`src/design/cmac_pkg.sv`:
```
// ----------------------------------------------------------------------------
// cmac_pkg
// shared types, constants and helper functions for the lea-128 cipher and cmac
// ----------------------------------------------------------------------------
package cmac_pkg;
    localparam int unsigned Rounds = 24;
    localparam logic [7:0] Rb = 8'h87;
    localparam logic [7:0] PadMark = 8'h80;
    localparam logic [0:0] CmdAbsorb = 1'b0;
    localparam logic [0:0] CmdFinish = 1'b1;
    localparam logic [0:0] CfgKeyHigh = 1'b0;
    localparam logic [0:0] CfgKeyLow = 1'b1;

    typedef struct packed {
        logic       finish;
        logic [7:0] data;
    } t_item;

    typedef logic [31:0] t_word;

    function automatic t_word rotl(input t_word x, input logic [4:0] n);
        logic [63:0] d;
        begin
            d = {x, x} << n;
            rotl = d[63:32];
        end
    endfunction

    function automatic t_word delta(input logic [1:0] i);
        case (i)
            2'd0: delta = 32'hc3efe9db;
            2'd1: delta = 32'h44626b02;
            2'd2: delta = 32'h79e27c8a;
            default: delta = 32'h78df30ec;
        endcase
    endfunction

    function automatic logic [127:0] swap_bytes(input logic [127:0] v);
        logic [127:0] r;
        begin
            for (int i = 0; i < 16; i++) begin
                r[8*i +: 8] = v[8*(15-i) +: 8];
            end
            swap_bytes = r;
        end
    endfunction

    function automatic logic [127:0] dbl(input logic [127:0] v);
        begin
            dbl = {v[126:0], 1'b0} ^ (v[127] ? {120'd0, Rb} : 128'd0);
        end
    endfunction
endpackage

```
`src/design/cmac_lea_core.sv`:
```
// ----------------------------------------------------------------------------
// cmac_lea_core
// iterative lea-128 encryption, one round per cycle, big-endian block view
// ----------------------------------------------------------------------------
module cmac_lea_core (
    input  logic           i_clk,
    input  logic           i_rst_n,
    input  logic           i_start,
    input  logic [127:0]   i_key,
    input  logic [127:0]   i_block,
    output logic           o_done,
    output logic [127:0]   o_block
);
    logic [4:0]   r_round;
    logic         r_busy;
    logic         r_done;
    cmac_pkg::t_word r_t [4];
    cmac_pkg::t_word r_x [4];
    cmac_pkg::t_word n_t [4];
    logic [127:0] w_kle;
    logic [127:0] w_ble;
    logic [127:0] w_out;

    assign w_kle = cmac_pkg::swap_bytes(i_key);
    assign w_ble = cmac_pkg::swap_bytes(i_block);

    always_comb begin
        cmac_pkg::t_word d;
        d = cmac_pkg::delta(r_round[1:0]);
        n_t[0] = cmac_pkg::rotl(r_t[0] + cmac_pkg::rotl(d, r_round), 5'd1);
        n_t[1] = cmac_pkg::rotl(r_t[1] + cmac_pkg::rotl(d, r_round + 5'd1), 5'd3);
        n_t[2] = cmac_pkg::rotl(r_t[2] + cmac_pkg::rotl(d, r_round + 5'd2), 5'd6);
        n_t[3] = cmac_pkg::rotl(r_t[3] + cmac_pkg::rotl(d, r_round + 5'd3), 5'd11);
    end

    always_ff @(posedge i_clk) begin
        if (!i_rst_n) begin
            r_busy  <= 1'b0;
            r_done  <= 1'b0;
            r_round <= '0;
        end else begin
            r_done <= 1'b0;
            if (i_start) begin
                r_busy  <= 1'b1;
                r_round <= '0;
                for (int j = 0; j < 4; j++) begin
                    r_t[j] <= w_kle[32*j +: 32];
                    r_x[j] <= w_ble[32*j +: 32];
                end
            end else if (r_busy) begin
                for (int j = 0; j < 4; j++) r_t[j] <= n_t[j];
                r_x[0] <= cmac_pkg::rotl((r_x[0] ^ n_t[0]) + (r_x[1] ^ n_t[1]), 5'd9);
                r_x[1] <= cmac_pkg::rotl((r_x[1] ^ n_t[2]) + (r_x[2] ^ n_t[1]), 5'd27);
                r_x[2] <= cmac_pkg::rotl((r_x[2] ^ n_t[3]) + (r_x[3] ^ n_t[1]), 5'd29);
                r_x[3] <= r_x[0];
                r_round <= r_round + 5'd1;
                if (r_round == 5'(cmac_pkg::Rounds - 1)) begin
                    r_busy <= 1'b0;
                    r_done <= 1'b1;
                end
            end
        end
    end

    assign w_out = {r_x[3], r_x[2], r_x[1], r_x[0]};
    assign o_block = cmac_pkg::swap_bytes(w_out);
    assign o_done = r_done;
endmodule

```
`src/design/cmac_front.sv`:
```
// ----------------------------------------------------------------------------
// cmac_front
// two-entry item queue between the stream input and the cmac engine
// ----------------------------------------------------------------------------
module cmac_front (
    input  logic            i_clk,
    input  logic            i_rst_n,
    input  logic            i_valid,
    output logic            o_ready,
    input  cmac_pkg::t_item i_item,
    output logic            o_valid,
    input  logic            i_take,
    output cmac_pkg::t_item o_item
);
    cmac_pkg::t_item r_mem [2];
    logic r_wp, r_rp;
    logic [1:0] r_cnt;
    logic w_push, w_pop;

    assign o_ready = (r_cnt != 2'd2);
    assign o_valid = (r_cnt != 2'd0);
    assign o_item  = r_mem[r_rp];
    assign w_push  = i_valid && o_ready;
    assign w_pop   = o_valid && i_take;

    always_ff @(posedge i_clk) begin
        if (!i_rst_n) begin
            r_wp <= 1'b0;
            r_rp <= 1'b0;
            r_cnt <= '0;
        end else begin
            if (w_push) begin
                r_mem[r_wp] <= i_item;
                r_wp <= ~r_wp;
            end
            if (w_pop) r_rp <= ~r_rp;
            r_cnt <= r_cnt + {1'b0, w_push} - {1'b0, w_pop};
        end
    end
endmodule

```
`src/design/cmac_back.sv`:
```
// ----------------------------------------------------------------------------
// cmac_back
// cmac sequencer: subkey derivation, chaining, padding and tag output
// ----------------------------------------------------------------------------
module cmac_back (
    input  logic            i_clk,
    input  logic            i_rst_n,
    input  logic            i_valid,
    output logic            o_take,
    input  cmac_pkg::t_item i_item,
    input  logic [127:0]    i_key,
    input  logic            i_key_wr,
    output logic            o_tvalid,
    input  logic            i_tready,
    output logic [127:0]    o_tag
);
    typedef enum logic [2:0] {
        S_IDLE, S_SUB, S_CHAIN, S_FIN, S_OUT
    } t_state;

    t_state       r_state;
    logic [127:0] r_chain, r_pend, r_k1, r_k2, r_tag;
    logic [4:0]   r_cnt;
    logic         r_ready, r_tvalid;
    logic         r_start;
    logic [127:0] r_cin;
    logic         w_done;
    logic [127:0] w_cout, w_last;

    cmac_lea_core u_core (
        .i_clk(i_clk), .i_rst_n(i_rst_n), .i_start(r_start), .i_key(i_key),
        .i_block(r_cin), .o_done(w_done), .o_block(w_cout)
    );

    always_comb begin
        w_last = r_pend;
        if (r_cnt[4]) begin
            w_last = r_pend ^ r_k1;
        end else begin
            w_last[8*(15-r_cnt[3:0]) +: 8] = cmac_pkg::PadMark;
            w_last = w_last ^ r_k2;
        end
    end

    // an item is taken only in idle with subkeys ready and no key write; a finish also needs the output free
    assign o_take = (r_state == S_IDLE) && r_ready && i_valid && !i_key_wr &&
                    !(i_item.finish && r_tvalid);

    always_ff @(posedge i_clk) begin
        if (!i_rst_n) begin
            r_state <= S_IDLE;
            r_chain <= '0;
            r_pend  <= '0;
            r_cnt   <= '0;
            r_ready <= 1'b0;
            r_tvalid <= 1'b0;
            r_start <= 1'b0;
        end else begin
            r_start <= 1'b0;
            if (r_tvalid && i_tready) r_tvalid <= 1'b0;
            if (i_key_wr) r_ready <= 1'b0;
            case (r_state)
                S_IDLE: begin
                    if (!r_ready && !i_key_wr && i_valid) begin
                        r_cin <= '0;
                        r_start <= 1'b1;
                        r_state <= S_SUB;
                    end else if (o_take) begin
                        if (i_item.finish) begin
                            r_cin <= r_chain ^ w_last;
                            r_start <= 1'b1;
                            r_state <= S_FIN;
                        end else if (r_cnt[4]) begin
                            r_cin <= r_chain ^ r_pend;
                            r_start <= 1'b1;
                            r_pend <= {i_item.data, 120'd0};
                            r_cnt <= 5'd1;
                            r_state <= S_CHAIN;
                        end else begin
                            r_pend[8*(15-r_cnt[3:0]) +: 8] <= i_item.data;
                            r_cnt <= r_cnt + 5'd1;
                        end
                    end
                end
                S_SUB: if (w_done) begin
                    r_k1 <= cmac_pkg::dbl(w_cout);
                    r_k2 <= cmac_pkg::dbl(cmac_pkg::dbl(w_cout));
                    r_ready <= 1'b1;
                    r_state <= S_IDLE;
                end
                S_CHAIN: if (w_done) begin
                    r_chain <= w_cout;
                    r_state <= S_IDLE;
                end
                S_FIN: if (w_done) begin
                    r_tag <= w_cout;
                    r_tvalid <= 1'b1;
                    r_chain <= '0;
                    r_pend <= '0;
                    r_cnt <= '0;
                    r_state <= S_IDLE;
                end
                default: r_state <= S_IDLE;
            endcase
        end
    end

    assign o_tvalid = r_tvalid;
    assign o_tag = r_tag;
endmodule

```
`src/design/cmac_lea128_mac.sv`:
```
// ----------------------------------------------------------------------------
// cmac_lea128_mac
// cmac tag over a byte stream with the lea-128 cipher
// ----------------------------------------------------------------------------
// each encryption occupies the engine for a start step, 24 rounds and a collect
// step: the first byte of every block after the first starts a chaining
// encryption and the next item waits behind it; a finish holds the engine until
// the tag is registered; the first item after reset or a key write waits for
// subkey derivation. the tag waits in an output register while further bytes
// are absorbed, and a finish waits until the previous tag has been taken.
module cmac_lea128_mac (
    input  logic          i_clk,
    input  logic          i_rst_n,
    input  logic          s_axis_tvalid,
    output logic          s_axis_tready,
    input  logic [7:0]    s_axis_tdata,   // msg_byte
    input  logic          s_axis_tuser,   // command
    output logic          m_axis_tvalid,
    input  logic          m_axis_tready,
    output logic [127:0]  m_axis_tdata,   // tag_high, tag_low (tag_high in low bits)
    input  logic          i_cfg_we,
    input  logic [0:0]    i_cfg_index,
    input  logic [63:0]   i_cfg_data
);
    logic [63:0] r_key_high, r_key_low;
    logic q_valid, q_take;
    cmac_pkg::t_item q_item, w_in;
    logic [127:0] w_tag;

    always_ff @(posedge i_clk) begin
        if (!i_rst_n) begin
            r_key_high <= '0;
            r_key_low  <= '0;
        end else if (i_cfg_we) begin
            case (i_cfg_index)
                cmac_pkg::CfgKeyHigh: r_key_high <= i_cfg_data;
                cmac_pkg::CfgKeyLow:  r_key_low  <= i_cfg_data;
                default: ;
            endcase
        end
    end

    assign w_in.finish = (s_axis_tuser == cmac_pkg::CmdFinish);
    assign w_in.data = s_axis_tdata;

    cmac_front u_front (
        .i_clk(i_clk), .i_rst_n(i_rst_n), .i_valid(s_axis_tvalid),
        .o_ready(s_axis_tready), .i_item(w_in), .o_valid(q_valid),
        .i_take(q_take), .o_item(q_item)
    );

    cmac_back u_back (
        .i_clk(i_clk), .i_rst_n(i_rst_n), .i_valid(q_valid), .o_take(q_take),
        .i_item(q_item), .i_key({r_key_high, r_key_low}), .i_key_wr(i_cfg_we),
        .o_tvalid(m_axis_tvalid), .i_tready(m_axis_tready), .o_tag(w_tag)
    );

    assign m_axis_tdata = {w_tag[63:0], w_tag[127:64]};
endmodule

```
`config.mk`:
```
export PLATFORM = sky130hd
export DESIGN_NAME = cmac_lea128_mac
export DESIGN_NICKNAME = d
export VERILOG_FILES = /design/src/design/cmac_pkg.sv /design/src/design/cmac_lea_core.sv /design/src/design/cmac_front.sv /design/src/design/cmac_back.sv /design/src/design/cmac_lea128_mac.sv
export SDC_FILE = /design/constraint.sdc
export NUM_CORES = 2
export LEC_CHECK = 0
export BUFFER_PORTS_ARGS = -buffer_cell sky130_fd_sc_hd__buf_2
export CAP_MARGIN = 30
export CORE_MARGIN = 2
export CORE_UTILIZATION = 40
export CTS_BUF_LIST = sky130_fd_sc_hd__clkbuf_4 sky130_fd_sc_hd__clkbuf_8
export DETAILED_ROUTE_END_ITERATION = 10
export SLEW_MARGIN = 40
export SYNTH_ARGS = -nofsm -noshare
export SYNTH_HDL_FRONTEND = slang
export SYNTH_SLANG_ARGS = --single-unit
```
`constraint.sdc`:
```
create_clock -name i_clk -period 10.85 [get_ports i_clk]
set_input_delay 1.085 -clock i_clk [delete_from_list [all_inputs] [get_ports i_clk]]
set_output_delay 1.085 -clock i_clk [all_outputs]
set_load 0.005 [all_outputs]
```
==> results.toml <==
[status]
status = "finished clean"

[clock_network]
post_cts_buffers = 0
clkTransAtPathRegs_ps = 80
ctsResizeCount = 0
cts_tree = "done"
clock_latency_ps = 1010
cts_root_buf = "clkbuf_8"
cts-htree-levels = 4
cts_buffer_depth = 3
cts_num_sinks = 1067
cts_hold_repair.buffers = 0
cts_made_buffers = 188

[worst_setup_path]
critical_path.max_stage_delay_ps = 840
critical_path_class = "flop to flop"
cp-start-kind = "flop"
r2r-start = "u_back.u_core.r_round[1]"
reg2reg_depth = 32
ff2ff_setup_slack_ps = 1120
worstPathArrival_ps = 10430
critPathCaptureType = "flop"
crit_slowest_cell = "ha_1"
critPathMostFrequentCell = "o21ai_0"
reg2reg_to = "u_back.u_core.r_x[1][26]"
required_ps = 11550
crit_fanout = 21

[grt]
met2_usage_pct = 44.1
grtUsageTotal_pct = 30.0
busiest_layer = "met2"
grt_antenna_before_repair = 16
grt_overflow_total = 0
grt_pass1_wl_um = 347000
grt_pass1_vias = 49000
grt_util_met1_pct = 42.1
grt_max_degree = 137
use_met3_pct = 5.65

[die]
io_pins = 209
initial_core_util_pct = 40.1
num_rows = 145
die_w_um = 399
die-area_um2 = 159000
coreArea_um2 = 156000
die_height_um = 399

[power]
seqPwrFrac_pct = 37.7
p_int_uw = 7890
power-per-cell-area_nw_per_um2 = 172
vdd_drop_max_mv = 0.131
combPwrFrac_pct = 27.1
p_leak_uw = 0.0256
switching_share_pct = 34.7
switchingPower_uw = 4200
p_clk_share_pct = 35.2
power_uw = 12100

[finish]
drive_above_1_share_pct = 10.3
multi_input_area_um2 = 33000
fillers = 15100
nNetsFinal = 7426
finish.instance_area_um2 = 70300
final-seq-area_um2 = 28000
area_growth_pct = 12.5

[logic_synthesis]
synthArstFlopShare_pct = 0
synth_cells = 7016
synth_warnings = 0
syn_avg_cell_area_um2 = 8.91
seq_area_frac_synth_pct = 44.8
syn_nets = 7334
synth_area_um2 = 62500
synth_flop_cell = "edfxtp_1"
synth_cell_types = 89
synth_enable_flop_cells = 661
ys_ff_latch = 1067

[timing]
finalCriticalPeriod_ps = 9730
finalHoldViolCount = 0
worst_slack_ps = 1120
slew_headroom_pct = 36.0
worst_pin_slew_ps = 957
whs_ps = 301
fin_setup_tns_ps = 0
final_max_slew_viol_count = 0
setup_viol = 0
finClkSkew_ps = 100
rsz0062_at_grt = "false"
fin_crit_sh_pct = 89.6
max_freq_mhz = 103

[drt]
ant_nets = 0
drt-pass1-iter-count = 9
routed_wl_um = 246000
vias_per_cell = 5.82
remaining_drc_errors = 0
drt_iter0_drc = 6390
wl_per_cell_um = 26.3
vias = 54400

[hold_path]
worstHoldEndpoint = "u_back.o_tvalid"
hold-path-cell-count = 2
hp-start = "m_axis_tready"
hold_class = "primary input to flop"

[place]
gp_congestion = 0.994
dp_hpwl_um = 178000
port_buffers = 208
post_dp_cell_area_um2 = 65800
dp_slack_ps = 1420

[job]
maxCapViolations = 0
==> flip-flops by register name, summed over array words and instances, names as in the netlist, 2 cells and up, named ones only <==
register	flops
u_back.u_core.r_t	128
u_back.r_k1	4
u_back.u_core.r_round	5
u_front.r_mem	18
u_back.o_tag	128
u_back.r_cin	128
u_back.r_k2	127
u_back.r_cnt	5
r_key_high	64
u_back.u_core.r_x	128
r_key_low	64
u_back.r_chain	128
u_back.r_state	2
u_back.r_pend	128
u_front.r_cnt	2
==> metal layers <==
metal / vias up / routed length [um]
met5: - / 0
li1: 25000 / -
met4: 0 / 12800
met3: 417 / 21500
met1: 26400 / 107000
met2: 2546 / 105000
==> cell usage after synthesis (10+ instances only) <==
| cell type | count | area share (%) |
|---|---|---|
| o21ai_1 | 25 | 0.20 |
| nand4_1 | 14 | 0.14 |
| and2_1 | 28 | 0.28 |
| nand2b_1 | 54 | 0.54 |
| nand3_1 | 276 | 2.2 |
| o31ai_1 | 20 | 0.24 |
| clkbuf_1 | 350 | 2.1 |
| xor2_1 | 211 | 3.0 |
| xnor2_1 | 357 | 5.0 |
| mux2_2 | 22 | 0.40 |
| a22oi_1 | 138 | 1.7 |
| a211oi_1 | 30 | 0.36 |
| o22ai_1 | 19 | 0.19 |
| edfxtp_1 | 661 | 32 |
| nor3b_1 | 133 | 1.6 |
| dfxtp_1 | 406 | 13 |
| nor2_1 | 600 | 3.6 |
| buf_1 | 49 | 0.29 |
| nor4_1 | 10 | 0.10 |
| a21boi_0 | 137 | 1.6 |
| or2_2 | 12 | 0.12 |
| o21a_1 | 33 | 0.40 |
| nor3_1 | 48 | 0.38 |
| ha_1 | 232 | 4.6 |
| o21bai_1 | 18 | 0.22 |
| a31oi_1 | 32 | 0.32 |
| nand2_1 | 1039 | 6.2 |
| a21oi_1 | 564 | 4.5 |
| mux2i_1 | 96 | 1.5 |
| o211ai_1 | 39 | 0.47 |
| and3_1 | 22 | 0.22 |
| inv_1 | 89 | 0.53 |
| o21ai_0 | 742 | 5.9 |
| a21o_1 | 84 | 1.0 |
| nor2b_1 | 285 | 2.9 |
==> worst max path at each step <==
stage	depth (start not counted)	to	slack, ps	start
after global routing	32	u_back.u_core.r_x[1][25]	550	u_back.u_core.r_round[1]
after detailed placement	36	u_back.u_core.r_x[1][25]	1420	u_back.u_core.r_round[1]
after global placement	32	u_back.u_core.r_x[1][26]	1480	u_back.u_core.r_round[1]
final	32	u_back.u_core.r_x[1][26]	1120	u_back.u_core.r_round[1]
after CTS	36	u_back.u_core.r_x[1][25]	1410	u_back.u_core.r_round[1]
after floorplan	37	u_back.u_core.r_x[2][28]	2730	u_back.u_core.r_round[1]
==> critical path, delay by kind of cell, from the launching register on <==
| kind | cells | cell delay (ps) |
|---|---|---|
| AO/OA/AOI/OAI | 15 | 3710 |
| buffers and inverters | 1 | 400 |
| XOR/XNOR | 3 | 690 |
| AND/OR/NAND/NOR | 10 | 2180 |
| flip-flops | 1 | 820 |
| adder cells (fa/ha/maj) | 3 | 1650 |
==> cell usage in the layout (no fill, tap or decap), types with 13 or more instances in the layout <==
| cell type | count |
|---|---|
| a31oi_1 | 32 |
| nor2b_1 | 284 |
| mux2_2 | 21 |
| clkbuf_4 | 49 |
| buf_6 | 13 |
| clkinv_2 | 28 |
| buf_2 | 207 |
| o31ai_1 | 20 |
| o211ai_1 | 39 |
| xnor2_1 | 339 |
| nor2_1 | 595 |
| buf_4 | 72 |
| inv_1 | 89 |
| a21oi_1 | 563 |
| nand4_1 | 14 |
| and2_1 | 26 |
| a211oi_1 | 30 |
| o22ai_1 | 19 |
| o21ai_0 | 742 |
| o21ai_1 | 25 |
| nor3b_1 | 132 |
| clkbuf_8 | 220 |
| a22oi_1 | 138 |
| and3_1 | 22 |
| clkinv_1 | 31 |
| nand3_1 | 276 |
| nand2_1 | 1036 |
| edfxtp_1 | 661 |
| dfxtp_1 | 402 |
| o21bai_1 | 18 |
| a21boi_0 | 137 |
| nor3_1 | 46 |
| a21o_1 | 83 |
| nand2b_1 | 53 |
| o21a_1 | 32 |
| ha_1 | 230 |
| xor2_1 | 204 |
| xnor2_2 | 18 |
| mux2i_1 | 95 |
==> power groups by stage <==
stage | registers (uW) | clock network (uW) | logic, uW
5_1_grt | 4560 | 4500 | 3510
6_report | 4560 | 4260 | 3280
3_5_place_dp | 4640 | 0 | 3200
2_1_floorplan | 4560 | 0 | 2130
3_3_place_gp | 4640 | 0 | 3200
4_1_cts | 4560 | 4320 | 3220
==> cell type report <==
cell class / instances / share of cell area (%)
inverter: 94 / 0.502
sequential: 1067 / 39.8
multi-input combinational: 5451 / 47.0
tap: 2058 / 3.66
antenna: 10 / 0.0356
clock inverter: 87 / 1.30
clock buffer: 268 / 4.81
timing repair buffer: 306 / 2.88
==> through the flow <==
stage / util (%) / instances
after floorplan: - / 7016
after global placement: 42.1 / 8964
after detailed placement: 42.3 / 8970
after CTS: 45.0 / 9325
after global routing: 45.1 / 9332
final: 45.1 / 9341
==> cell families (layout without fill, tap and decap cells) <==
logic type,Yosys count,after routing,synth area share [%]
other,0,10,0
XOR/XNOR,572,572,8.10
buffers and inverters,498,755,3.01
flip-flops,1067,1067,44.8
multiplexers,122,122,2.08
adder cells (fa/ha/maj),244,244,4.95
AND/OR/NAND/NOR,2555,2555,18.7
AO/OA/AOI/OAI,1958,1958,18.4
Power figures use the tool's default switching activity.
